## src/hw/rtl/svsg_pkg.sv

```systemverilog
// Shared types and constants of the stepper velocity step generator.
package svsg_pkg;

   localparam int DIVIDEND_W = 48;
   localparam int DIVISOR_W  = 32;
   localparam int DIV_CNT_W  = $clog2(DIVIDEND_W);
   localparam logic [DIV_CNT_W-1:0] DIV_LAST = DIV_CNT_W'(DIVIDEND_W - 1);

   localparam logic signed [31:0] SENTINEL_Q = 32'sd327680000; // 5000.0 in Q16.16
   localparam logic signed [31:0] VEL_MAX    = 32'sh7fff_ffff;
   localparam logic signed [31:0] VEL_MIN    = 32'sh8000_0000;

   localparam logic [15:0] ACCEL_GAIN_RST      = 16'd655;
   localparam logic [31:0] PERIOD_CONSTANT_RST = 32'd31416;
   localparam logic [23:0] MIN_PERIOD_RST      = 24'd100;
   localparam logic [23:0] MAX_PERIOD_RST      = 24'd1000000;

   typedef enum logic [1:0] {
      ACT_ACCEL = 2'd0,
      ACT_ESTOP = 2'd1,
      ACT_STOP  = 2'd2,
      ACT_TICK  = 2'd3
   } svsg_action_type;

   typedef enum logic [1:0] {
      REG_ACCEL_GAIN      = 2'd0,
      REG_PERIOD_CONSTANT = 2'd1,
      REG_MIN_PERIOD      = 2'd2,
      REG_MAX_PERIOD      = 2'd3
   } svsg_reg_type;

   typedef enum logic [2:0] {
      ST_IDLE,
      ST_MUL,
      ST_SUM,
      ST_DIV_START,
      ST_DIV_WAIT,
      ST_FINISH
   } svsg_state_type;

   typedef struct packed {
      logic [15:0] accel_gain;
      logic [31:0] period_constant;
      logic [23:0] min_period;
      logic [23:0] max_period;
   } svsg_cfg_type;

   typedef struct packed {
      logic                  start;
      logic [DIVIDEND_W-1:0] dividend;
      logic [DIVISOR_W-1:0]  divisor;
   } svsg_div_cmd_type;

endpackage

```

## src/hw/rtl/svsg_csr.sv

```systemverilog
// Configuration register file behind the APB-style port.
module svsg_csr (
   input  logic                  clock,
   input  logic                  reset,
   input  logic                  csr_psel,
   input  logic                  csr_penable,
   input  logic                  csr_pwrite,
   input  logic [3:0]            csr_paddr,
   input  logic [31:0]           csr_pwdata,
   output logic [31:0]           csr_prdata,
   output logic                  csr_pready,
   output svsg_pkg::svsg_cfg_type cfg
);

   svsg_pkg::svsg_cfg_type cfg_ff;
   svsg_pkg::svsg_cfg_type cfg_in;
   svsg_pkg::svsg_reg_type reg_sel;
   logic                   wr_en;

   assign csr_pready = 1'b1;
   assign reg_sel    = svsg_pkg::svsg_reg_type'(csr_paddr[3:2]);
   assign wr_en      = csr_psel & csr_penable & csr_pwrite & csr_pready;

   always_comb begin
      cfg_in = cfg_ff;
      if (wr_en) begin
         case (reg_sel)
            svsg_pkg::REG_ACCEL_GAIN:      cfg_in.accel_gain      = csr_pwdata[15:0];
            svsg_pkg::REG_PERIOD_CONSTANT: cfg_in.period_constant = csr_pwdata;
            svsg_pkg::REG_MIN_PERIOD:      cfg_in.min_period      = csr_pwdata[23:0];
            svsg_pkg::REG_MAX_PERIOD:      cfg_in.max_period      = csr_pwdata[23:0];
            default:                       cfg_in = cfg_ff;
         endcase
      end
   end

   always_comb begin
      case (reg_sel)
         svsg_pkg::REG_ACCEL_GAIN:      csr_prdata = {16'd0, cfg_ff.accel_gain};
         svsg_pkg::REG_PERIOD_CONSTANT: csr_prdata = cfg_ff.period_constant;
         svsg_pkg::REG_MIN_PERIOD:      csr_prdata = {8'd0, cfg_ff.min_period};
         svsg_pkg::REG_MAX_PERIOD:      csr_prdata = {8'd0, cfg_ff.max_period};
         default:                       csr_prdata = 32'd0;
      endcase
   end

   always_ff @(posedge clock) begin
      if (reset) begin
         cfg_ff.accel_gain      <= svsg_pkg::ACCEL_GAIN_RST;
         cfg_ff.period_constant <= svsg_pkg::PERIOD_CONSTANT_RST;
         cfg_ff.min_period      <= svsg_pkg::MIN_PERIOD_RST;
         cfg_ff.max_period      <= svsg_pkg::MAX_PERIOD_RST;
      end else begin
         cfg_ff <= cfg_in;
      end
   end

   assign cfg = cfg_ff;

endmodule

```

## src/hw/rtl/svsg_divider.sv

```systemverilog
// Restoring divider, one quotient bit per cycle.
module svsg_divider (
   input  logic                                clock,
   input  logic                                reset,
   input  svsg_pkg::svsg_div_cmd_type          cmd,
   output logic                                done,
   output logic [svsg_pkg::DIVIDEND_W-1:0]     quotient
);

   logic [svsg_pkg::DIVIDEND_W-1:0] dq_ff, dq_in;
   logic [svsg_pkg::DIVISOR_W-1:0]  rem_ff, rem_in;
   logic [svsg_pkg::DIVISOR_W-1:0]  dvs_ff, dvs_in;
   logic [svsg_pkg::DIV_CNT_W-1:0]  cnt_ff, cnt_in;
   logic                            busy_ff, busy_in;
   logic                            done_ff, done_in;
   logic [svsg_pkg::DIVISOR_W:0]    trial;
   logic                            fits;

   // Bring down the next dividend bit and try the subtraction.
   assign trial = {rem_ff, dq_ff[svsg_pkg::DIVIDEND_W-1]};
   assign fits  = trial >= {1'b0, dvs_ff};

   always_comb begin
      dq_in   = dq_ff;
      rem_in  = rem_ff;
      dvs_in  = dvs_ff;
      cnt_in  = cnt_ff;
      busy_in = busy_ff;
      done_in = 1'b0;
      if (cmd.start) begin
         dq_in   = cmd.dividend;
         rem_in  = '0;
         dvs_in  = cmd.divisor;
         cnt_in  = '0;
         busy_in = 1'b1;
      end else if (busy_ff) begin
         if (fits) begin
            rem_in = svsg_pkg::DIVISOR_W'(trial - {1'b0, dvs_ff});
         end else begin
            rem_in = trial[svsg_pkg::DIVISOR_W-1:0];
         end
         dq_in  = {dq_ff[svsg_pkg::DIVIDEND_W-2:0], fits};
         cnt_in = cnt_ff + 1'b1;
         if (cnt_ff == svsg_pkg::DIV_LAST) begin
            busy_in = 1'b0;
            done_in = 1'b1;
         end
      end
   end

   always_ff @(posedge clock) begin
      if (reset) begin
         busy_ff <= 1'b0;
         done_ff <= 1'b0;
         cnt_ff  <= '0;
      end else begin
         busy_ff <= busy_in;
         done_ff <= done_in;
         cnt_ff  <= cnt_in;
      end
   end

   always_ff @(posedge clock) begin
      dq_ff  <= dq_in;
      rem_ff <= rem_in;
      dvs_ff <= dvs_in;
   end

   assign done     = done_ff;
   assign quotient = dq_ff;

endmodule

```

## src/hw/rtl/stepper_velocity_step_generator_unit.sv

```systemverilog
// Stepper velocity step generator: sequencer, velocity and step state, result port.
// Sequence: a tick, stop or emergency stop goes from IDLE straight to FINISH; an
// acceleration command passes MUL and SUM, and unless it hits the sentinel or lands on zero
// velocity also DIV_START and DIV_WAIT for the 48 one-bit steps of the divider.
// rsp_valid is registered at commit; one request at a time, req_stall high until commit.
// Reset: synchronous, active high; velocity, ticks, position and flags clear, the
// period returns to 1000000 and the registers to their defaults.
module stepper_velocity_step_generator_unit (
   input  logic               clock,
   input  logic               reset,
   // request channel
   input  logic               req_valid,
   output logic               req_stall,
   input  logic [1:0]         req_action,
   input  logic signed [31:0] req_accel,
   // result channel
   output logic               rsp_valid,
   input  logic               rsp_stall,
   output logic               rsp_enabled,
   output logic               rsp_direction,
   output logic               rsp_step_pulse,
   output logic [23:0]        rsp_step_period,
   output logic signed [31:0] rsp_velocity,
   output logic signed [31:0] rsp_step_position,
   // configuration port
   input  logic               csr_psel,
   input  logic               csr_penable,
   input  logic               csr_pwrite,
   input  logic [3:0]         csr_paddr,
   input  logic [31:0]        csr_pwdata,
   output logic [31:0]        csr_prdata,
   output logic               csr_pready
);

   svsg_pkg::svsg_cfg_type     cfg;
   svsg_pkg::svsg_div_cmd_type div_cmd;
   logic                       div_done;
   logic [svsg_pkg::DIVIDEND_W-1:0] div_quot;

   svsg_pkg::svsg_state_type state_ff, state_in;

   // latched request
   svsg_pkg::svsg_action_type action_ff, action_in;
   logic signed [31:0]        accel_ff, accel_in;

   // working values of an acceleration command
   logic signed [48:0] prod_ff, prod_in;
   logic signed [31:0] sum_ff, sum_in;
   logic               sentinel_ff, sentinel_in;
   logic               zero_ff, zero_in;

   // architectural state; it doubles as the result payload
   logic signed [31:0] vel_ff, vel_in;
   logic [23:0]        period_ff, period_in;
   logic [23:0]        tick_ff, tick_in;
   logic               run_ff, run_in;
   logic               dir_ff, dir_in;
   logic signed [31:0] pos_ff, pos_in;
   logic               pulse_ff, pulse_in;
   logic               rsp_valid_ff, rsp_valid_in;

   logic               accept;
   logic               slot_free;
   logic               commit;
   logic signed [33:0] sum_wide;
   logic [31:0]        magnitude;
   logic [23:0]        period_clamped;
   logic [24:0]        tick_next;

   svsg_csr u_csr (
      .clock       (clock),
      .reset       (reset),
      .csr_psel    (csr_psel),
      .csr_penable (csr_penable),
      .csr_pwrite  (csr_pwrite),
      .csr_paddr   (csr_paddr),
      .csr_pwdata  (csr_pwdata),
      .csr_prdata  (csr_prdata),
      .csr_pready  (csr_pready),
      .cfg         (cfg)
   );

   svsg_divider u_divider (
      .clock    (clock),
      .reset    (reset),
      .cmd      (div_cmd),
      .done     (div_done),
      .quotient (div_quot)
   );

   assign req_stall = (state_ff != svsg_pkg::ST_IDLE);
   assign accept    = req_valid & ~req_stall;

   // The state registers are the result, so commit only once the previous
   // result has gone or is leaving this cycle.
   assign slot_free = ~rsp_valid_ff | ~rsp_stall;
   assign commit    = (state_ff == svsg_pkg::ST_FINISH) & slot_free;

   // Velocity plus the gain product floored to Q16.16; dropping the low 16 bits
   // of a two's complement value rounds toward minus infinity.
   assign sum_wide = {{2{vel_ff[31]}}, vel_ff} + {prod_ff[48], prod_ff[48:16]};

   assign magnitude = sum_ff[31] ? 32'(~sum_ff + 32'sd1) : 32'(sum_ff);

   // Clamp the quotient; the minimum check wins when the bounds cross.
   always_comb begin
      if (div_quot <= {24'd0, cfg.min_period}) begin
         period_clamped = cfg.min_period;
      end else if (div_quot >= {24'd0, cfg.max_period}) begin
         period_clamped = cfg.max_period;
      end else begin
         period_clamped = div_quot[23:0];
      end
   end

   assign tick_next = {1'b0, tick_ff} + 25'd1;

   always_comb begin
      div_cmd.start    = (state_ff == svsg_pkg::ST_DIV_START);
      div_cmd.dividend = {cfg.period_constant, 16'd0};
      div_cmd.divisor  = magnitude;
   end

   // Sequencer and commit of the state.
   always_comb begin
      state_in     = state_ff;
      action_in    = action_ff;
      accel_in     = accel_ff;
      prod_in      = prod_ff;
      sum_in       = sum_ff;
      sentinel_in  = sentinel_ff;
      zero_in      = zero_ff;
      vel_in       = vel_ff;
      period_in    = period_ff;
      tick_in      = tick_ff;
      run_in       = run_ff;
      dir_in       = dir_ff;
      pos_in       = pos_ff;
      pulse_in     = pulse_ff;
      rsp_valid_in = rsp_valid_ff & rsp_stall;

      case (state_ff)
         svsg_pkg::ST_IDLE: begin
            if (accept) begin
               action_in = svsg_pkg::svsg_action_type'(req_action);
               accel_in  = req_accel;
               if (svsg_pkg::svsg_action_type'(req_action) == svsg_pkg::ACT_ACCEL) begin
                  state_in = svsg_pkg::ST_MUL;
               end else begin
                  state_in = svsg_pkg::ST_FINISH;
               end
            end
         end
         svsg_pkg::ST_MUL: begin
            prod_in  = $signed({1'b0, cfg.accel_gain}) * accel_ff;
            state_in = svsg_pkg::ST_SUM;
         end
         svsg_pkg::ST_SUM: begin
            // Saturate to the signed 32-bit range.
            if (sum_wide[33:31] == 3'b000 || sum_wide[33:31] == 3'b111) begin
               sum_in = sum_wide[31:0];
            end else if (sum_wide[33]) begin
               sum_in = svsg_pkg::VEL_MIN;
            end else begin
               sum_in = svsg_pkg::VEL_MAX;
            end
            sentinel_in = (accel_ff >= svsg_pkg::SENTINEL_Q);
            zero_in     = (sum_in == 32'sd0);
            if (sentinel_in || zero_in) begin
               state_in = svsg_pkg::ST_FINISH;
            end else begin
               state_in = svsg_pkg::ST_DIV_START;
            end
         end
         svsg_pkg::ST_DIV_START: begin
            state_in = svsg_pkg::ST_DIV_WAIT;
         end
         svsg_pkg::ST_DIV_WAIT: begin
            if (div_done) begin
               state_in = svsg_pkg::ST_FINISH;
            end
         end
         svsg_pkg::ST_FINISH: begin
            if (slot_free) begin
               rsp_valid_in = 1'b1;
               pulse_in     = 1'b0;
               state_in     = svsg_pkg::ST_IDLE;
               case (action_ff)
                  svsg_pkg::ACT_ACCEL: begin
                     if (sentinel_ff) begin
                        vel_in = 32'sd0;
                        run_in = 1'b0;
                     end else if (zero_ff) begin
                        vel_in = sum_ff;
                        run_in = 1'b0;
                     end else begin
                        vel_in    = sum_ff;
                        run_in    = 1'b1;
                        period_in = period_clamped;
                        dir_in    = ~sum_ff[31];
                     end
                  end
                  svsg_pkg::ACT_ESTOP: begin
                     run_in = 1'b0;
                  end
                  svsg_pkg::ACT_STOP: begin
                     vel_in = 32'sd0;
                     run_in = 1'b0;
                  end
                  svsg_pkg::ACT_TICK: begin
                     if (!run_ff) begin
                        tick_in = 24'd0;
                     end else if (tick_next >= {1'b0, period_ff}) begin
                        // Step: reset the count and move one step.
                        pulse_in = 1'b1;
                        tick_in  = 24'd0;
                        pos_in   = dir_ff ? pos_ff + 32'sd1 : pos_ff - 32'sd1;
                     end else begin
                        tick_in = tick_next[23:0];
                     end
                  end
                  default: begin
                     run_in = run_ff;
                  end
               endcase
            end
         end
         default: begin
            state_in = svsg_pkg::ST_IDLE;
         end
      endcase
   end

   always_ff @(posedge clock) begin
      if (reset) begin
         state_ff     <= svsg_pkg::ST_IDLE;
         vel_ff       <= 32'sd0;
         period_ff    <= svsg_pkg::MAX_PERIOD_RST;
         tick_ff      <= 24'd0;
         run_ff       <= 1'b0;
         dir_ff       <= 1'b0;
         pos_ff       <= 32'sd0;
         pulse_ff     <= 1'b0;
         rsp_valid_ff <= 1'b0;
      end else begin
         state_ff     <= state_in;
         vel_ff       <= vel_in;
         period_ff    <= period_in;
         tick_ff      <= tick_in;
         run_ff       <= run_in;
         dir_ff       <= dir_in;
         pos_ff       <= pos_in;
         pulse_ff     <= pulse_in;
         rsp_valid_ff <= rsp_valid_in;
      end
   end

   // Working values: no reset, always written before they are read.
   always_ff @(posedge clock) begin
      action_ff   <= action_in;
      accel_ff    <= accel_in;
      prod_ff     <= prod_in;
      sum_ff      <= sum_in;
      sentinel_ff <= sentinel_in;
      zero_ff     <= zero_in;
   end

   assign rsp_valid         = rsp_valid_ff;
   assign rsp_enabled       = run_ff;
   assign rsp_direction     = dir_ff;
   assign rsp_step_pulse    = pulse_ff;
   assign rsp_step_period   = period_ff;
   assign rsp_velocity      = vel_ff;
   assign rsp_step_position = pos_ff;

endmodule

```

## config.mk

```make
export PLATFORM = sky130hd
export DESIGN_NAME = stepper_velocity_step_generator_unit
export DESIGN_NICKNAME = d
export VERILOG_FILES = /design/src/hw/rtl/svsg_pkg.sv /design/src/hw/rtl/svsg_csr.sv /design/src/hw/rtl/svsg_divider.sv /design/src/hw/rtl/stepper_velocity_step_generator_unit.sv
export SDC_FILE = /design/constraint.sdc
export NUM_CORES = 2
export LEC_CHECK = 0
export BUFFER_PORTS_ARGS = -buffer_cell sky130_fd_sc_hd__buf_2
export CAP_MARGIN = 20
export CORE_ASPECT_RATIO = 2
export CORE_MARGIN = 2
export CORE_UTILIZATION = 55
export CTS_CLUSTER_SIZE = 25
export DETAILED_ROUTE_END_ITERATION = 10
export PLACE_DENSITY = 0.81
export SYNTH_ARGS = -nofsm -noshare
export SYNTH_HDL_FRONTEND = slang
export SYNTH_HIERARCHICAL = 1
export SYNTH_SLANG_ARGS = --single-unit
```

## constraint.sdc

```tcl
create_clock -name clock -period 6 [get_ports clock]
set_input_delay 0.9 -clock clock [delete_from_list [all_inputs] [get_ports clock]]
set_output_delay 0.9 -clock clock [all_outputs]
set_load 0.02 [all_outputs]
```

==> impl_metrics.toml <==
[worst_setup_path]
critPathRequiredTime_ns = 6.37
crit_path_start_kind = "register"
ff2ff_path_depth = 25
crit_fanout = 4
path_class = "reg2reg"
endpoint_kind = "register"
crit_start = "accel_ff[16]"
crit_arrival_ns = 7.02
r2r-start = "accel_ff[16]"

[synthesis]
synthDistinctLibCells = 99
syn_area_sq_um = 43230
synth-seq-cells = 436
yosys_warnings = 6
synth-edff-count = 181
ys_async_sr_fraction = 0
synth_area_leader_cell = "fa_1"
yosysTopAreaCellShare = 0.2269
syn_inst = 4620
synth_ff_type = "dfxtp_1"
ys_top_cells_by_area = "fa_1, edfxtp_1, dfxtp_1"
postSynthAreaPerCell_sq_um = 9.356
synth_seq_area_share = 0.2438

[grt]
overflow = 0
grt_max_degree = 171
track_usage = 0.3073
grt_pass1_wl_um = 196200
grt_pass1_vias = 38428
antenna_found_initial = 3

[placed_design]
hpwl_um = 95420
gp_congestion = 0.9618
io_buffers = 199
postPlaceCellArea_sq_um = 47190
place_ws_ns = -0.5701

[timing]
rsz0062_at_grt = "true"
fin_crit_sh = 1.108
slew_headroom = 0.2169
finalMaxSlewViolations = 0
finalClockSkew_ns = 0.03717
period_minus_slack_ns = 6.650
finalHoldViolations = 0
tightest_slew_ns = 1.160
hold_slack_ns = 0.4427
worst_slack_ns = -0.6503
setup-violations-final = 29
fmax_ghz = 0.1504

[die]
initial_core_util = 0.5541
die_h_um = 400.5
num_rows = 145
io_pins = 203
die_x_um = 202.2
core_region_area_sq_um = 78010
die-area_sq_um = 80990

[routing]
wl_um = 124300
drt_pre_antenna_iters = 6
drt-initial-drc-count = 2219
vias = 35368
viasPerCell = 5.831
post-route-drc-count = 0
ant_nets = 0
wl_per_cell_um = 20.50

[pwr]
leakagePower_nw = 23.08
power.switching_mw = 13.35
power_density_nw_per_um2 = 597.3
p_int_mw = 16.64
p_seq_frac = 0.147
p_sw_frac = 0.4452
pwr-share-clk = 0.097
p_comb_frac = 0.756
ir_drop_mv = 0.8603

[status]
violations = "setup timing"
status = "complete, but fails checks"

[final_layout]
area_delta_synth_final_pct = 16.15
most-common-layout-cells = "inv_1, fa_1, nand2_1"
final_common_cell = "inv_1"
nNetsFinal = 5853
utilization = 0.6436
multiInputGateArea_sq_um = 30150
final_area_sq_um = 50210
ff_latch_area_sq_um = 10550
fillCellCount = 6108
drive_gt1_frac = 0.1880

[clock_network]
clkLatencyLatePin_ns = 0.64
tritoncts = "yes"
cts.hold.buffers_added = 0
clk_pin_slew_ns = 0.07
cts_sinks = 436
cts_buffers = 44
root_buffer = "clkbuf_16"
htreeDepth = 2
clockBufferDepth = 3

[worst_hold_path]
hp-class = "in2reg"
hold_depth = 1
min_from = "req_accel[11]"

[flow_run]
drv_cap = 0
[registers in the layout, summed over array words and instances, names as in the netlist, 3 cells and up]
name and flops:
prod_ff 33, u_divider/rem_ff 32, rsp_step_position 32, tick_ff 24, u_divider/cnt_ff 6, u_divider/quotient 48
u_csr/cfg 96, sum_ff 32, accel_ff 32, u_divider/dvs_ff 32, state_ff 3, rsp_step_period 24
rsp_velocity 32
[Yosys cell counts (113+ instances only)]
cell        n
ha_1      289
xnor2_1   113
nor2_1    228
nand2_1   445
o21ai_0   126
clkbuf_1  181
and2_1    261
inv_1     692
a21oi_1   205
edfxtp_1  181
fa_1      490
mux2i_1   152
dfxtp_1   255
[routing by layer]
metal	wire length (um)	global-route usage	share of wire
met1	40110	0.2917	0.32
met2	66880	0.5879	0.54
met3	6580	0.04185	0.053
met5	0	0	0
met4	10760	0.2318	0.087
[final timing paths]
kind / to / slack, ns
worst max register to register: prod_ff[45] / -0.65
worst max-delay path: prod_ff[45] / -0.65
worst min-delay path: accel_ff[11] / 0.44
worst min register to register: u_divider/cnt_ff[5] / 0.49
[timing repair]
action                                  in CTS  in global routing
pin swaps                                  121                105
endpoints found under the setup margin      28                 29
gates resized for setup                    148                102
gates cloned                                 2                  2
setup buffers                               52                 31
[power by group through the flow]
stage	sequential, mW	combinational [mW]	clock [mW]
2_1_floorplan	4.38	11.6	0
3_3_place_gp	4.48	17.2	0
3_5_place_dp	4.48	17.8	0
4_1_cts	4.42	20.0	2.94
5_1_grt	4.45	24.7	3.04
6_report	4.42	22.7	2.90
[critical path: stages (launching register included)]
cell and delay (ns):
edfxtp_1 0.42, buf_6 0.15, and2_4 0.14, fa_1 0.56
inv_2 0.05, fa_1 0.49, fa_1 0.50, inv_1 0.05
fa_1 0.49, fa_1 0.70, inv_1 0.09, fa_1 0.51
inv_2 0.05, ha_4 0.28, nand4_1 0.13, a21oi_2 0.24
buf_4 0.16, nand2_1 0.05, nand4_1 0.15, o21ai_2 0.12
a21oi_4 0.29, o311ai_4 0.14, buf_4 0.16, a31oi_4 0.19
mux2i_1 0.20, nand2_1 0.06
[kinds of logic after synthesis]
| logic type | after synthesis | share of synthesized area |
|---|---|---|
| other | 2 | 0.0001737 |
| muxes | 228 | 0.05916 |
| buffers and inverters | 921 | 0.08258 |
| adders and majority gates | 779 | 0.3106 |
| AOI/OAI and AO/OA | 705 | 0.1099 |
| and+or+nand+nor | 1392 | 0.1619 |
| xor gates and xnor gates | 157 | 0.03181 |
| DFF | 436 | 0.2438 |
[stage by stage]
| stage | power, mW | setup TNS, ns | instances |
|---|---|---|---|
| 2_1_floorplan | 15.94 | 0 | 4635 |
| 3_3_place_gp | 21.66 | -6.491 | 5905 |
| 3_5_place_dp | 22.31 | -8.345 | 5906 |
| 4_1_cts | 27.31 | -3.736 | 6038 |
| 5_1_grt | 32.16 | -13.62 | 6063 |
| 6_report | 29.99 | -10.56 | 6066 |
[final cells by class]
type                    count  share of cell area
diodes                      4           0.0001994
clock buffers              54             0.02310
flip-flops and latches    436              0.2102
inverters                 693             0.05189
well taps                1029             0.02564
multi-input cells        3278              0.6006
repair buffers            544             0.08254
clock inverters            28            0.005906
Power figures use the tool's default switching activity.
